==> src/rtl/core/ksd_pkg.sv <==
// ----------------------------------------------------------------------------
// ksd_pkg
// Shared types, class codes and pattern constants of the key sequence
// shortcut decoder.
// ----------------------------------------------------------------------------
package ksd_pkg;

    localparam int MAX_SEQ_LEN = 6;
    localparam int NUM_CFG     = 7;
    localparam int NUM_FIXED   = 3;
    localparam int NUM_PAT     = NUM_CFG + NUM_FIXED;
    localparam int SEQ_W       = 51;
    localparam int CFG_IDX_W   = 3;
    localparam int CLASS_W     = 4;
    localparam int HELD_W      = 3;
    localparam int OUT_DATA_W  = 16;

    typedef logic [SEQ_W-1:0]   t_seq_word;
    typedef logic [NUM_PAT-1:0] t_live;
    typedef logic [HELD_W-1:0]  t_held;
    typedef logic [CLASS_W-1:0] t_key_class;

    // result classes
    localparam t_key_class CLS_LITERAL    = 4'd0;
    localparam t_key_class CLS_PENDING    = 4'd1;
    localparam t_key_class CLS_SHORT_BASE = 4'd2;
    localparam t_key_class CLS_ENTER      = 4'd12;
    localparam t_key_class CLS_BACKSPACE  = 4'd13;

    localparam logic [7:0] KEY_ENTER = 8'h0A;
    localparam logic [7:0] KEY_BKSP  = 8'h7F;
    localparam logic [7:0] KEY_NUL   = 8'h00;

    localparam t_live ALL_LIVE = '1;

    // bytes low first in 47:0, length in 50:48
    localparam t_seq_word CFG_RESET [NUM_CFG] = '{
        51'h1_0000_0000_0001,   // line start: ^A
        51'h1_0000_0000_0005,   // line end: ^E
        51'h6_4335_3B31_5B1B,   // next word: ESC [ 1 ; 5 C
        51'h6_4435_3B31_5B1B,   // prev word: ESC [ 1 ; 5 D
        51'h1_0000_0000_0009,   // complete: TAB
        51'h3_0000_0041_5B1B,   // history back: ESC [ A
        51'h3_0000_0042_5B1B    // history fwd: ESC [ B
    };

    localparam t_seq_word FIXED_PATS [NUM_FIXED] = '{
        51'h3_0000_0043_5B1B,   // right: ESC [ C
        51'h3_0000_0044_5B1B,   // left: ESC [ D
        51'h4_0000_7E33_5B1B    // delete: ESC [ 3 ~
    };

    typedef struct packed {
        t_key_class key_class;
        t_live      next_live;
        t_held      next_held;
    } t_match_res;

endpackage

==> src/rtl/core/key_sequence_shortcut_decoder_core.sv <==
// ----------------------------------------------------------------------------
// key_sequence_shortcut_decoder_core
// Keystroke decoder: matches raw key bytes against seven programmable
// shortcut sequences and three fixed escape sequences.
//
//  channel  | dir | payload
//  ---------+-----+----------------------------------------------
//  s_*      | in  | tdata[7:0] key_byte
//  m_*      | out | tdata[3:0] key_class, [11:4] literal_byte
//  cfg_*    | in  | idx 0..6 shortcut sequence, wdata 51 bits
//
//  One item per cycle while results are taken; the accepting edge loads the
//  input register and the result register is loaded from it once free, so a
//  result follows its item through both registers, match state updated with it.
//  Throughput is limited only by the result register: a stalled result
//  holds the input register, and o_s_tready drops once both are full.
//  Synchronous active-low reset clears match state and reloads the
//  default sequences.
// ----------------------------------------------------------------------------
module key_sequence_shortcut_decoder_core (
    input  logic                             i_clk,
    input  logic                             i_rst_n,
    input  logic                             i_s_tvalid,
    output logic                             o_s_tready,
    input  logic [7:0]                       i_s_tdata,   // [7:0] key_byte
    output logic                             o_m_tvalid,
    input  logic                             i_m_tready,
    output logic [ksd_pkg::OUT_DATA_W-1:0]   o_m_tdata,   // [3:0] key_class,
                                                          // [11:4] literal_byte
    input  logic                             i_cfg_we,
    input  logic [ksd_pkg::CFG_IDX_W-1:0]    i_cfg_idx,
    input  logic [ksd_pkg::SEQ_W-1:0]        i_cfg_wdata
);
    import ksd_pkg::*;

    logic       r_in_vld;
    logic [7:0] r_in_byte;
    logic       r_out_vld;
    logic [OUT_DATA_W-1:0] r_out_data;
    t_live      r_live;
    t_held      r_held;
    t_seq_word  r_cfg [NUM_CFG];

    t_seq_word  pats [NUM_PAT];
    t_match_res mres;
    logic       out_free;
    logic       advance;
    logic [7:0] lit;

    assign out_free   = !r_out_vld || i_m_tready;
    assign advance    = r_in_vld && out_free;
    assign o_s_tready = !r_in_vld || out_free;
    assign o_m_tvalid = r_out_vld;
    assign o_m_tdata  = r_out_data;

    always_comb begin
        for (int p = 0; p < NUM_CFG; p++) begin
            pats[p] = r_cfg[p];
        end
        for (int f = 0; f < NUM_FIXED; f++) begin
            pats[NUM_CFG + f] = FIXED_PATS[f];
        end
    end

    ksd_match u_match (
        .i_key_byte (r_in_byte),
        .i_live     (r_live),
        .i_held     (r_held),
        .i_pats     (pats),
        .o_res      (mres)
    );

    assign lit = (mres.key_class == CLS_LITERAL) ? r_in_byte : 8'h00;

    always_ff @(posedge i_clk) begin
        if (!i_rst_n) begin
            r_in_vld  <= 1'b0;
            r_out_vld <= 1'b0;
            r_live    <= ALL_LIVE;
            r_held    <= '0;
            for (int p = 0; p < NUM_CFG; p++) begin
                r_cfg[p] <= CFG_RESET[p];
            end
        end else begin
            if (o_s_tready) begin
                r_in_vld <= i_s_tvalid;
            end
            if (out_free) begin
                r_out_vld <= r_in_vld;
            end
            if (advance) begin
                r_live <= mres.next_live;
                r_held <= mres.next_held;
            end
            if (i_cfg_we && (i_cfg_idx < CFG_IDX_W'(NUM_CFG))) begin
                r_cfg[i_cfg_idx] <= i_cfg_wdata;
            end
        end
    end

    // payload registers
    always_ff @(posedge i_clk) begin
        if (o_s_tready && i_s_tvalid) begin
            r_in_byte <= i_s_tdata;
        end
        if (advance) begin
            r_out_data <= {(OUT_DATA_W - CLASS_W - 8)'(0), lit, mres.key_class};
        end
    end

    // a partial match never runs past the longest sequence
    a_held_range: assert property (@(posedge i_clk) disable iff (!i_rst_n)
        r_held < HELD_W'(MAX_SEQ_LEN))
        else $error("held count out of range");

    // bytes held implies at least one live pattern
    a_held_live: assert property (@(posedge i_clk) disable iff (!i_rst_n)
        (r_held != '0) |-> (r_live != '0))
        else $error("held bytes with no live pattern");

    // literal byte only carried on literal results
    a_lit_only: assert property (@(posedge i_clk) disable iff (!i_rst_n)
        (r_out_vld && (r_out_data[CLASS_W+7:CLASS_W] != 8'h00))
        |-> (r_out_data[CLASS_W-1:0] == CLS_LITERAL))
        else $error("literal byte on non-literal class");

    // taking an item while full requires the pending one to move on
    a_no_overrun: assert property (@(posedge i_clk) disable iff (!i_rst_n)
        (i_s_tvalid && o_s_tready && r_in_vld) |-> out_free)
        else $error("input register overrun");

    // match state only changes when an item is decoded
    a_state_hold: assert property (@(posedge i_clk) disable iff (!i_rst_n)
        !advance |=> ($stable(r_live) && $stable(r_held)))
        else $error("match state changed without an item");

endmodule

==> src/rtl/core/ksd_match.sv <==
// ----------------------------------------------------------------------------
// ksd_match
// Per-byte pattern compare, first-match pick and next match state.
// ----------------------------------------------------------------------------
module ksd_match (
    input  logic [7:0]          i_key_byte,
    input  ksd_pkg::t_live      i_live,
    input  ksd_pkg::t_held      i_held,
    input  ksd_pkg::t_seq_word  i_pats [ksd_pkg::NUM_PAT],
    output ksd_pkg::t_match_res o_res
);
    import ksd_pkg::*;

    t_live      hit;
    t_live      done;
    logic       any_done;
    t_key_class done_class;
    logic       special;

    function automatic logic [7:0] seq_byte(input t_seq_word w, input t_held n);
        logic [7:0] b;
        case (n)
            3'd0:    b = w[7:0];
            3'd1:    b = w[15:8];
            3'd2:    b = w[23:16];
            3'd3:    b = w[31:24];
            3'd4:    b = w[39:32];
            3'd5:    b = w[47:40];
            default: b = 8'h00;
        endcase
        return b;
    endfunction

    assign special = (i_key_byte == KEY_NUL) || (i_key_byte == KEY_ENTER)
                   || (i_key_byte == KEY_BKSP);

    always_comb begin
        logic [2:0] len;
        logic       en;
        for (int p = 0; p < NUM_PAT; p++) begin
            len     = i_pats[p][SEQ_W-1:48];
            en      = (len != 3'd0) && (len <= 3'(MAX_SEQ_LEN));
            hit[p]  = !special && en && i_live[p] && (i_held < len)
                    && (seq_byte(i_pats[p], i_held) == i_key_byte);
            done[p] = hit[p] && (({1'b0, i_held} + 4'd1) == {1'b0, len});
        end
    end

    // first pattern in list order wins
    always_comb begin
        any_done   = 1'b0;
        done_class = CLS_LITERAL;
        for (int p = NUM_PAT - 1; p >= 0; p--) begin
            if (done[p]) begin
                any_done   = 1'b1;
                done_class = CLS_SHORT_BASE + CLASS_W'(p);
            end
        end
    end

    always_comb begin
        o_res.key_class = CLS_LITERAL;
        o_res.next_live = ALL_LIVE;
        o_res.next_held = '0;
        if (i_key_byte == KEY_ENTER) begin
            o_res.key_class = CLS_ENTER;
        end else if (i_key_byte == KEY_BKSP) begin
            o_res.key_class = CLS_BACKSPACE;
            o_res.next_live = i_live;
            o_res.next_held = i_held;
        end else if (any_done) begin
            o_res.key_class = done_class;
        end else if (hit != '0) begin
            o_res.key_class = CLS_PENDING;
            o_res.next_live = hit;
            o_res.next_held = i_held + 3'd1;
        end
    end

endmodule
==> config.mk <==
export PLATFORM = sky130hd
export DESIGN_NAME = key_sequence_shortcut_decoder_core
export DESIGN_NICKNAME = d
export VERILOG_FILES = /design/src/rtl/core/ksd_pkg.sv /design/src/rtl/core/key_sequence_shortcut_decoder_core.sv /design/src/rtl/core/ksd_match.sv
export SDC_FILE = /design/constraint.sdc
export NUM_CORES = 1
export LEC_CHECK = 0
export ABC_AREA = 1
export BUFFER_PORTS_ARGS = -buffer_cell sky130_fd_sc_hd__buf_2
export CORE_MARGIN = 4
export CORE_UTILIZATION = 45
export DETAILED_ROUTE_END_ITERATION = 12
export HOLD_SLACK_MARGIN = 0.1
export PLACE_DENSITY_LB_ADDON = 0.08
export SYNTH_ARGS = -nofsm -noshare
export SYNTH_HDL_FRONTEND = slang
export SYNTH_HIERARCHICAL = 1
export SYNTH_SLANG_ARGS = --single-unit
==> constraint.sdc <==
create_clock -name i_clk -period 8.3 [get_ports i_clk]
set_clock_uncertainty 0.15 [all_clocks]
set_input_delay 0.415 -clock i_clk [delete_from_list [all_inputs] [get_ports i_clk]]
set_output_delay 0.415 -clock i_clk [all_outputs]
set_load 0.02 [all_outputs]
==> results by group, run 1 <==
Timing
  – Final setup viols: 0
  – RSZ-0062 raised after global routing: false
  – Max-slew violations: 0
  – Fin crit share: 0.665
  – Post-route setup slack: 2780 ps
  – Slew HR: 0.234
  – Fmax: 0.181 GHz
  – Final hold viol count: 0
  – Final min period: 5520 ps
  – Setup TNS: 0 ps
  – Slew at the pin with the worst max-slew slack: 1120 ps

Routing
  – 1st-iter DRT viols: 1,782
  – DRC violations left: 0
  – Via-to-Cell Ratio: 5.15
  – Drt wl/cell: 20.2 um
  – WL final: 72.1 mm
  – Antenna viol nets, final: 0
  – Routed vias: 18,388
  – DR pass1 iterations: 6

Cells and area
  – Final nets: 3,031
  – Area grow syn2layout: 15.7%
  – Most frequent cells in the layout: nand2_1 (960), nor2_1 (450), edfxtp_1 (326)
  – Share of layout cells above drive strength 1: 0.0813
  – ANT cells: 0
  – Fillers: 4,417
  – Commonest non-fill, non-tap cell in the layout: nand2_1

Setup path
  – Worst Path Arrival: 5690 ps
  – Largest fanout on the critical path: 29
  – Critical setup path kind: reg -> reg
  – Crit. End Element: register
  – Worst r2r src: r_held[1]$_SDFFE_PN0P_
  – Worst Path Required: 8470 ps
  – Startpoint types: register
  – Setup crit start: r_held[1]$_SDFFE_PN0P_

Clock tree
  – Clock slew at reported path FFs: 60 ps
  – CTS Sinks: 392
  – # resized after CTS: 0
  – CTS tree: done
  – Total CTS buffers: 44
  – Postcts setup bufs: 0
  – Clock Latency Late Sink: 590 ps
  – Root Buffer: clkbuf_16
  – H-tree depth: 2
  – CTS Buffer Depth: 3

Yosys
  – Primary FF master, synth: edfxtp_1
  – Cell count after synthesis: 2,680
  – Async set-reset flop share out of synthesis: 0
  – Sequential-to-total area share from yosys stat: 0.519
  – Syn Area/Cell: 7.99 um^2
  – Post-synth EDFFs: 326
  – Library cells used by synthesis: 48
  – #FFs+latches synth: 392
  – YS warnings: 6
  – Syn Std Cell Area: 0.0214 mm^2

GRT
  – Largest net degree at the start of global routing: 57
  – Busiest layer in global routing: met2
  – Initial antenna violation count: 0
  – Met3 Usage GRT: 0.0515
  – GR Util met2: 0.470
  – Vias in the first global route: 17,209
  – All-Layer GR Usage: 0.281
  – Grt met1 use: 0.362
  – GR Overflow Total: 0
  – First-pass GRT wire length: 107 mm

Floorplan
  – Die X: 226 um
  – Initial Util: 0.458
  – Die area: 0.0511 mm^2
  – Core ar.: 0.0468 mm^2
  – Die Height: 226 um
  – # rows: 79
  – I/O Pins: 85

Place
  – Port Buffer Count: 80
  – Post-Place Setup Slack: 2850 ps
  – Final GP Congestion: 0.954
  – DP HPWL: 48.1 mm

Pwr
  – Power Dens Cells: 202 mW/mm^2
  – Tot Pwr: 5.01 mW
  – Leak pwr: 11.6 nW
  – Maximum vdd drop: 0.000141 V

Run
  – # Max-Cap Violations: 0

Hold path
  – Hold_sp: i_cfg_wdata[10]
  – Worst Hold Class: in -> reg

Status
  – Status: complete, no violations
==> worst paths after layout <==
kind	depth (start not counted)	slack [ps]	to
max	22	2780	o_m_tdata[11]$_SDFFCE_PP0P_
min	5	130	r_cfg[6][10]$_SDFFE_PN0P_
max reg2reg	22	2780	o_m_tdata[11]$_SDFFCE_PP0P_
min reg2reg	2	310	r_cfg[6][12]$_SDFFE_PN1P_
==> per-stage QoR <==
stage	instances	hold WS, ps	utilization	instance area [um^2]
finish	3572	135	0.530	24800
global route	3572	150	0.530	24800
CTS	3572	113	0.530	24800
detailed placement	3443	294	0.488	22800
global placement	3443	289	0.488	22800
floorplan	2856	279	-	22100
==> critical path, stage by stage (launching register included) <==
cell	delay [ps]
dfxtp_1	740
inv_1	200
ha_1	430
nand2_1	200
clkinv_2	510
buf_4	450
nand2_1	80
nand2_1	50
nor2_1	390
nand3_1	250
xor2_1	260
nand4_1	110
nor2_1	380
nand2_1	100
and2_4	200
nand3_2	100
nand2_1	70
inv_1	50
nand2_1	50
nand2_1	100
nor2_1	50
nand2_1	250
nor2_1	70
==> cell type report <==
type,count,area [um^2],area share
Multi-Input combinational cell,2071,9290,0.375
Timing Repair Buffer,163,1160,0.0467
Clock buffer,62,1230,0.0496
Tap cell,607,759,0.0307
Clock inverter,20,259,0.0105
Inverter,257,966,0.0390
Sequential cell,392,11100,0.448
==> per-layer routing <==
metal,vias up,part of all wire
li1,8901,-
met1,8645,0.40
met2,706,0.47
met3,136,0.079
met4,0,0.044
met5,-,0
==> flip-flops by register name (all words and copies together) (netlist names) <==
name	count
o_m_tvalid	1
r_cfg	357
r_in_vld	1
r_held	3
r_in_byte	8
r_live	10
o_m_tdata	12
==> cells in the mapped netlist (3+ instances only) <==
| library cell | n | area, um^2 |
|---|---|---|
| nand2_1 | 965 | 3620 |
| nor2_1 | 450 | 1690 |
| edfxtp_1 | 326 | 9790 |
| inv_1 | 247 | 927 |
| nand3_1 | 219 | 1100 |
| dfxtp_1 | 66 | 1320 |
| buf_2 | 65 | 325 |
| o21ai_0 | 48 | 240 |
| clkbuf_1 | 36 | 135 |
| ha_1 | 35 | 438 |
| buf_4 | 22 | 165 |
| nand4_1 | 22 | 138 |
| o21bai_1 | 21 | 158 |
| a22o_1 | 19 | 166 |
| nand4_4 | 11 | 234 |
| xor2_1 | 11 | 96.3 |
| o211ai_1 | 10 | 75.1 |
| a21oi_1 | 9 | 45.0 |
| inv_2 | 9 | 33.8 |
| a2111oi_0 | 8 | 70.1 |
| buf_6 | 8 | 90.1 |
| nand2_2 | 8 | 50.1 |
| nor2_2 | 7 | 43.8 |
| a211oi_1 | 6 | 45.0 |
| and2_1 | 5 | 31.3 |
| buf_1 | 5 | 18.8 |
| nor3_1 | 5 | 25.0 |
| o21a_1 | 5 | 37.5 |
| nand3_2 | 3 | 30.0 |
| nor2_4 | 3 | 33.8 |
| nor4_1 | 3 | 18.8 |
==> timing repair <==
| action | in CTS | in global routing |
|---|---|---|
| endpoints found under the setup margin | 0 | 0 |
| endpoints found under the hold margin | 89 | 0 |
| hold buffers | 47 | 0 |
==> logic make-up (layout without fill, tap and decap cells) <==
group,Yosys count,in the layout,share of synthesized area
xor gates and xnor gates,11,11,0.00450
DFF,392,392,0.519
and+or+nand+nor,1709,1709,0.332
buffers and inverters,393,502,0.0794
adders and majority gates,35,35,0.0205
other,2,178,0.000351
AOI/OAI and AO/OA,138,138,0.0446
==> report_power, final <==
part | total, mW | internal [mW] | switching [mW] | leakage [nW]
clock network | 2.02 | 1.20 | 0.817 | 0.723
registers | 2.29 | 2.25 | 0.0415 | 3.70
logic | 0.706 | 0.199 | 0.507 | 7.19
(Power assumes the default switching activity.)
==> run 2: changes to the inputs <==
--- a/config.mk
+++ b/config.mk
@@ -5,7 +5,7 @@
 export SDC_FILE = /design/constraint.sdc
 export NUM_CORES = 1
 export LEC_CHECK = 0
-export ABC_AREA = 1
+export ABC_AREA = 0
 export BUFFER_PORTS_ARGS = -buffer_cell sky130_fd_sc_hd__buf_2
 export CORE_MARGIN = 4
 export CORE_UTILIZATION = 45
==> constraint.sdc (replaced) <==
create_clock -name i_clk -period 5.2 [get_ports i_clk]
set_clock_uncertainty 0.15 [all_clocks]
set_input_delay 0.26 -clock i_clk [delete_from_list [all_inputs] [get_ports i_clk]]
set_output_delay 0.26 -clock i_clk [all_outputs]
set_load 0.02 [all_outputs]
==> run 2 against run 1 <==
Via count fell by 12%. Sequential share of layout area rose by 0.53 points. Core utilization is 0.98 points higher. Cell count decreased by 22%. Sequential cell count stayed put. Clock-buffer cell count unchanged. Global-route usage down 0.35 points. Register-to-register slack worse by 2500 ps. Synthesized area decreased by 3.6%. Final area is 1.1% lower. Die area fell by 3.5%. Total power rose by 53%. Largest power group unchanged.
==> results by group, run 2 <==
Status
  – Status: complete, no violations

Yosys
  – Post-synth EDFFs: 326
  – Largest family of logic cells by synthesized area: simple AND/OR/NAND/NOR gates
  – Syn Area/Cell: 11.1 um^2
  – Adder-Cell Fraction of Synth Area: 0.0212
  – Syn Std Cell Area: 0.0206 mm^2
  – Post-synthesis simple-gate area fraction: 0.172
  – XOR/XNOR Fraction of Synth Area: 0.0301
  – Synth Area in Compound Gates: 0.137
  – Top-count cell post-synth: edfxtp_1
  – Most frequent cells after synthesis: edfxtp_1 (326), nor2_1 (183), nand2_1 (150), o21ai_0 (90), inv_1 (80)
  – Primary FF master, synth: edfxtp_1
  – Cell count after synthesis: 1,865
  – Synth area leader: edfxtp_1
  – YS warnings: 6
  – Synth area leaders: edfxtp_1 (47%), dfxtp_1 (6.4%), nor2_1 (3.3%)
  – #FFs+latches synth: 392
  – Async set-reset flop share out of synthesis: 0
  – Sequential-to-total area share from yosys stat: 0.539
  – Mux share of post-synthesis cell area: 0.0437
  – Yosys top cell area share: 0.475
  – Library cells used by synthesis: 87

Cells and area
  – Fin util: 0.540
  – Finished Layout Cells: 2,793
  – Most frequent cells in the layout: edfxtp_1 (326), conb_1 (185), nor2_1 (183)
  – Final nets: 2,259
  – Area grow syn2layout: 18.7%
  – Commonest non-fill, non-tap cell in the layout: edfxtp_1
  – Max reg flops: 357
  – Biggest register: r_cfg
  – Share of layout cells above drive strength 1: 0.139

Setup path
  – Crit. End Element: register
  – Critical setup path kind: reg -> reg
  – Worst Path Arrival: 5170 ps
  – Worst Path Required: 5490 ps
  – Startpoint types: register
  – Largest fanout on the critical path: 37

Timing
  – Slew at the pin with the worst max-slew slack: 1130 ps
  – Final setup viols: 0
  – Hold WS: 166 ps
  – Final hold viol count: 0
  – Fmax: 0.205 GHz
  – Setup TNS: 0 ps
  – Fin crit share: 0.938
  – Slew HR: 0.243
  – Max-slew violations: 0
  – Final min period: 4880 ps
  – RSZ-0062 raised after global routing: false

GRT
  – Largest net degree at the start of global routing: 80
  – GR Overflow Total: 0
  – Vias in the first global route: 15,745
  – Initial antenna violation count: 2
  – First-pass GRT wire length: 103 mm
  – All-Layer GR Usage: 0.278

Place
  – DP HPWL: 47.4 mm
  – Port Buffer Count: 80
  – Placed cell count: 2,647
  – Final GP Congestion: 0.950

Clock tree
  – H-tree depth: 2
  – CTS Buffer Depth: 3
  – Total CTS buffers: 44
  – Clock slew at reported path FFs: 60 ps
  – Root Buffer: clkbuf_16
  – Clock Latency Late Sink: 600 ps
  – CTS Sinks: 392
  – CTS tree: done

Pwr
  – Leak pwr: 9.25 nW
  – Power Dens Cells: 313 mW/mm^2
  – Tot Pwr: 7.67 mW
  – Maximum vdd drop: 0.000246 V

Floorplan
  – Die X: 222 um
  – # rows: 78
  – I/O Pins: 85
  – Initial Util: 0.455
  – Die area: 0.0493 mm^2
  – Core ar.: 0.0454 mm^2
  – Die Height: 222 um

Routing
  – Via-to-Cell Ratio: 5.81
  – DRC violations left: 0
  – Drt wl/cell: 25.1 um
  – Antenna viol nets, final: 0
  – 1st-iter DRT viols: 2,064
  – Routed vias: 16,234
  – WL final: 70.1 mm
  – DR pass1 iterations: 9

Hold path
  – Worst Hold Class: in -> reg

Run
  – # Max-Cap Violations: 0
## run 2: critical path, cell delays in order (launching register included)
cell	delay, ps
dfxtp_1	430
inv_1	220
ha_4	220
buf_12	250
and2_1	710
a221oi_1	210
xnor2_1	240
nor4_1	310
nor4b_4	420
a22oi_1	210
and4b_1	330
a31oi_4	180
a21bo_1	240
nor4_1	270
buf_4	200
and2_1	130
## run 2: per-layer routing
| metal | GRT usage | wire [um] | part of all wire |
|---|---|---|---|
| met1 | 0.375 | 28200 | 0.40 |
| met2 | 0.441 | 32300 | 0.46 |
| met5 | 0 | 13 | 0.00019 |
| met3 | 0.0545 | 6460 | 0.092 |
| met4 | 0.115 | 3080 | 0.044 |
## run 2: kinds of logic after synthesis
family          count (synthesis)
fa+ha+maj                      35
xor+xnor                       71
buf+inv                       231
compound gates                383
other cells                     2
mux                            86
flops                         392
simple gates                  665
## run 2: worst paths after layout
kind,start,end,slack [ps],cells after the start
hold reg to reg,r_cfg[6][20]$_SDFFE_PN0P_,r_cfg[6][20]$_SDFFE_PN0P_,310,2
setup / recovery,r_held[1]$_SDFFE_PN0P_,o_m_tdata[5]$_SDFFCE_PP0P_,320,15
hold / removal,i_m_tready,r_live[2]$_SDFFE_PN1P_,170,4
setup reg to reg,r_held[1]$_SDFFE_PN0P_,o_m_tdata[5]$_SDFFCE_PP0P_,320,15
## run 2: layout make-up
class | count | area [um^2]
antenna | 1 | 2.50
timing repair buffer | 210 | 1620
tap | 600 | 751
sequential | 392 | 11100
multi-input combinational | 1425 | 9130
fill | 4037 | 20900
clock buffer | 62 | 1290
inverter | 84 | 315
clock inverter | 19 | 264
## run 2: timing repair
action,in CTS,in global routing
setup buffers,0,1
setup endpoints to repair,0,8
hold endpoints to repair,216,0
hold buffers,63,0
gates resized for setup,0,3
## run 2: stage by stage
stage / worst slack, ps / area, um^2
2_1_floorplan: 271 / 21300
3_3_place_gp: 421 / 22300
3_5_place_dp: 306 / 22300
4_1_cts: 230 / 24500
5_1_grt: 86.9 / 24500
6_report: 323 / 24500
## run 2: power by group
| part | leakage, nW | internal [mW] | total [mW] | switching, mW |
|---|---|---|---|---|
| sequential | 3.70 | 3.59 | 3.67 | 0.0796 |
| clock | 0.762 | 1.95 | 3.32 | 1.37 |
| combinational | 4.79 | 0.233 | 0.691 | 0.458 |
==> run 3: changes to the inputs <==
--- a/config.mk
+++ b/config.mk
@@ -12,6 +12,7 @@
 export DETAILED_ROUTE_END_ITERATION = 12
 export HOLD_SLACK_MARGIN = 0.1
 export PLACE_DENSITY_LB_ADDON = 0.08
+export RECOVER_POWER = 100
 export SYNTH_ARGS = -nofsm -noshare
 export SYNTH_HDL_FRONTEND = slang
 export SYNTH_HIERARCHICAL = 1
==> run 3 against run 2 <==
The run now ends with max-capacitance violations, max-slew violations left. Non-clock buffer count is the same. Combinational power down 3.5%. Worst hold slack gained 9.8 ps. Sequential power is essentially flat. Via count fell by 0.24%. Critical path type unchanged. Largest cell class unchanged.
==> results by group, run 3 (synthesis gave the netlist of run 2 again) <==
Status
  – Status: finished with violations
  – Failing checks: max-capacitance violations, max-slew violations

Setup path
  – Crit. End Element: register
  – Worst Path Required: 5490 ps
  – Startpoint types: register
  – Worst Path Arrival: 5230 ps
  – Critical setup path kind: reg -> reg
  – Largest fanout on the critical path: 37

Clock tree
  – H-tree depth: 2
  – Clock slew at reported path FFs: 60 ps
  – CTS tree: done
  – Total CTS buffers: 44
  – Clock Latency Late Sink: 600 ps
  – Root Buffer: clkbuf_16
  – CTS Buffer Depth: 3
  – CTS Sinks: 392

Place
  – Final GP Congestion: 0.950
  – DP HPWL: 47.4 mm
  – Port Buffer Count: 80

Timing
  – Slew HR: -0.825
  – Fin crit share: 0.950
  – Fmax: 0.202 GHz
  – Slew at the pin with the worst max-slew slack: 2730 ps
  – Setup TNS: 0 ps
  – Final setup viols: 0
  – Final hold viol count: 0
  – Max-slew violations: 212
  – Final min period: 4940 ps
  – RSZ-0062 raised after global routing: false

Floorplan
  – Die Height: 222 um
  – Core ar.: 0.0454 mm^2
  – Die area: 0.0493 mm^2
  – I/O Pins: 85
  – # rows: 78
  – Die X: 222 um
  – Initial Util: 0.455

Pwr
  – Sequential power share: 0.480
  – Tot Pwr: 7.64 mW
  – Sw frac: 0.246
  – Maximum vdd drop: 0.000245 V
  – Clock power frac: 0.433
  – Int Power: 5.76 mW
  – Leak pwr: 9.08 nW
  – Combinational Power Share: 0.087
  – Psw: 1.88 mW
  – Power Dens Cells: 317 mW/mm^2

GRT
  – Vias in the first global route: 15,745
  – First-pass GRT wire length: 103 mm
  – All-Layer GR Usage: 0.278
  – Largest net degree at the start of global routing: 80
  – GR Overflow Total: 0
  – Initial antenna violation count: 2

Routing
  – WL met1: 28.5 mm
  – DR pass1 iterations: 9
  – Met2 routed WL: 32.2 mm
  – Routed vias: 16,195
  – WL final: 70.1 mm
  – DRC violations left: 0
  – 1st-iter DRT viols: 2,023
  – Drt wl/cell: 25.1 um
  – Highest metal used: met5
  – Antenna viol nets, final: 0
  – Via-to-Cell Ratio: 5.80
  – Detail Route met3 WL: 6.25 mm

Cells and area
  – Biggest register: r_cfg
  – Most frequent cells in the layout: edfxtp_1 (326), conb_1 (185), nor2_1 (184)
  – Final nets: 2,259
  – ANT cells: 0
  – Commonest non-fill, non-tap cell in the layout: edfxtp_1
  – Fillers: 4,096
  – Area grow syn2layout: 17.0%
  – Share of layout cells above drive strength 1: 0.115
  – Max reg flops: 357

Run
  – # Max-Cap Violations: 6

Hold path
  – Worst Hold Class: in -> reg
-- run 3: cell types whose count changed in the layout (fill, tap and decap cells not counted), moves of 4 or more --
cell      change
nor3_1       +10
buf_2        -17
and2_1       -18
clkbuf_1     +25
o21ai_1      -12
nand2_2       -4
nor3_4       -10
nand3_1      +11
nand3_4      -10
o21ai_0      +12
nand2_1       +4
buf_4        -12
and2_0       +18
clkbuf_2      +6
-- run 3: final timing paths --
check,startpoint,end,slack (ps),cells after the start
hold / removal,i_m_tready,r_live[2]$_SDFFE_PN1P_,180,4
setup / recovery,r_held[1]$_SDFFE_PN0P_,o_m_tdata[5]$_SDFFCE_PP0P_,260,15
hold reg to reg,r_cfg[6][32]$_SDFFE_PN0P_,r_cfg[6][32]$_SDFFE_PN0P_,310,2
setup reg to reg,r_held[1]$_SDFFE_PN0P_,o_m_tdata[5]$_SDFFCE_PP0P_,260,15
-- run 3: per-stage QoR --
stage / setup WS, ps / cells / hold WS [ps] / instance area, um^2 / util
finish: 259 / 2792 / 175 / 24100 / 0.532
CTS: 230 / 2791 / 118 / 24500 / 0.539
global placement: 421 / 2647 / 288 / 22300 / 0.491
global route: 78.1 / 2792 / 199 / 24100 / 0.532
floorplan: 271 / 2048 / 209 / 21300 / -
detailed placement: 306 / 2647 / 288 / 22300 / 0.491
-- run 3: power groups by stage --
stage	registers [mW]	clock network [mW]	logic (mW)
global placement	3.73	0	0.634
finish	3.67	3.31	0.667
CTS	3.67	3.35	0.679
detailed placement	3.73	0	0.640
global route	3.68	3.48	0.718
floorplan	3.71	0	0.390
-- run 3: area by class of cell --
type | instances | area (um^2) | share of cell area
Sequential cell | 392 | 11100 | 0.461
Multi-Input combinational cell | 1425 | 8860 | 0.367
Timing Repair Buffer | 210 | 1530 | 0.0634
Clock buffer | 62 | 1290 | 0.0535
Tap cell | 600 | 751 | 0.0311
Inverter | 84 | 315 | 0.0131
Clock inverter | 19 | 264 | 0.0109
-- run 3: metal layers --
layer,up-vias,global-route usage
met1,7888,0.375
met4,2,0.115
met3,169,0.0545
li1,7346,-
met2,790,0.441
met5,-,0
-- run 3: repair_timing --
item	in CTS	in global routing
resized for setup	0	3
endpoints found under the hold margin	216	0
hold buffers	63	0
endpoints found under the setup margin	0	8
buffers inserted	0	1
-- run 3: worst max-delay path: stages (launching register included) --
cell	delay [ps]
dfxtp_1	430
inv_1	220
ha_4	220
buf_12	250
and2_1	710
a221oi_1	220
xnor2_1	240
nor4_1	330
nor4b_4	440
a22oi_1	210
and4b_1	330
a31oi_4	170
a21bo_1	240
nor4_1	270
buf_4	200
and2_0	130
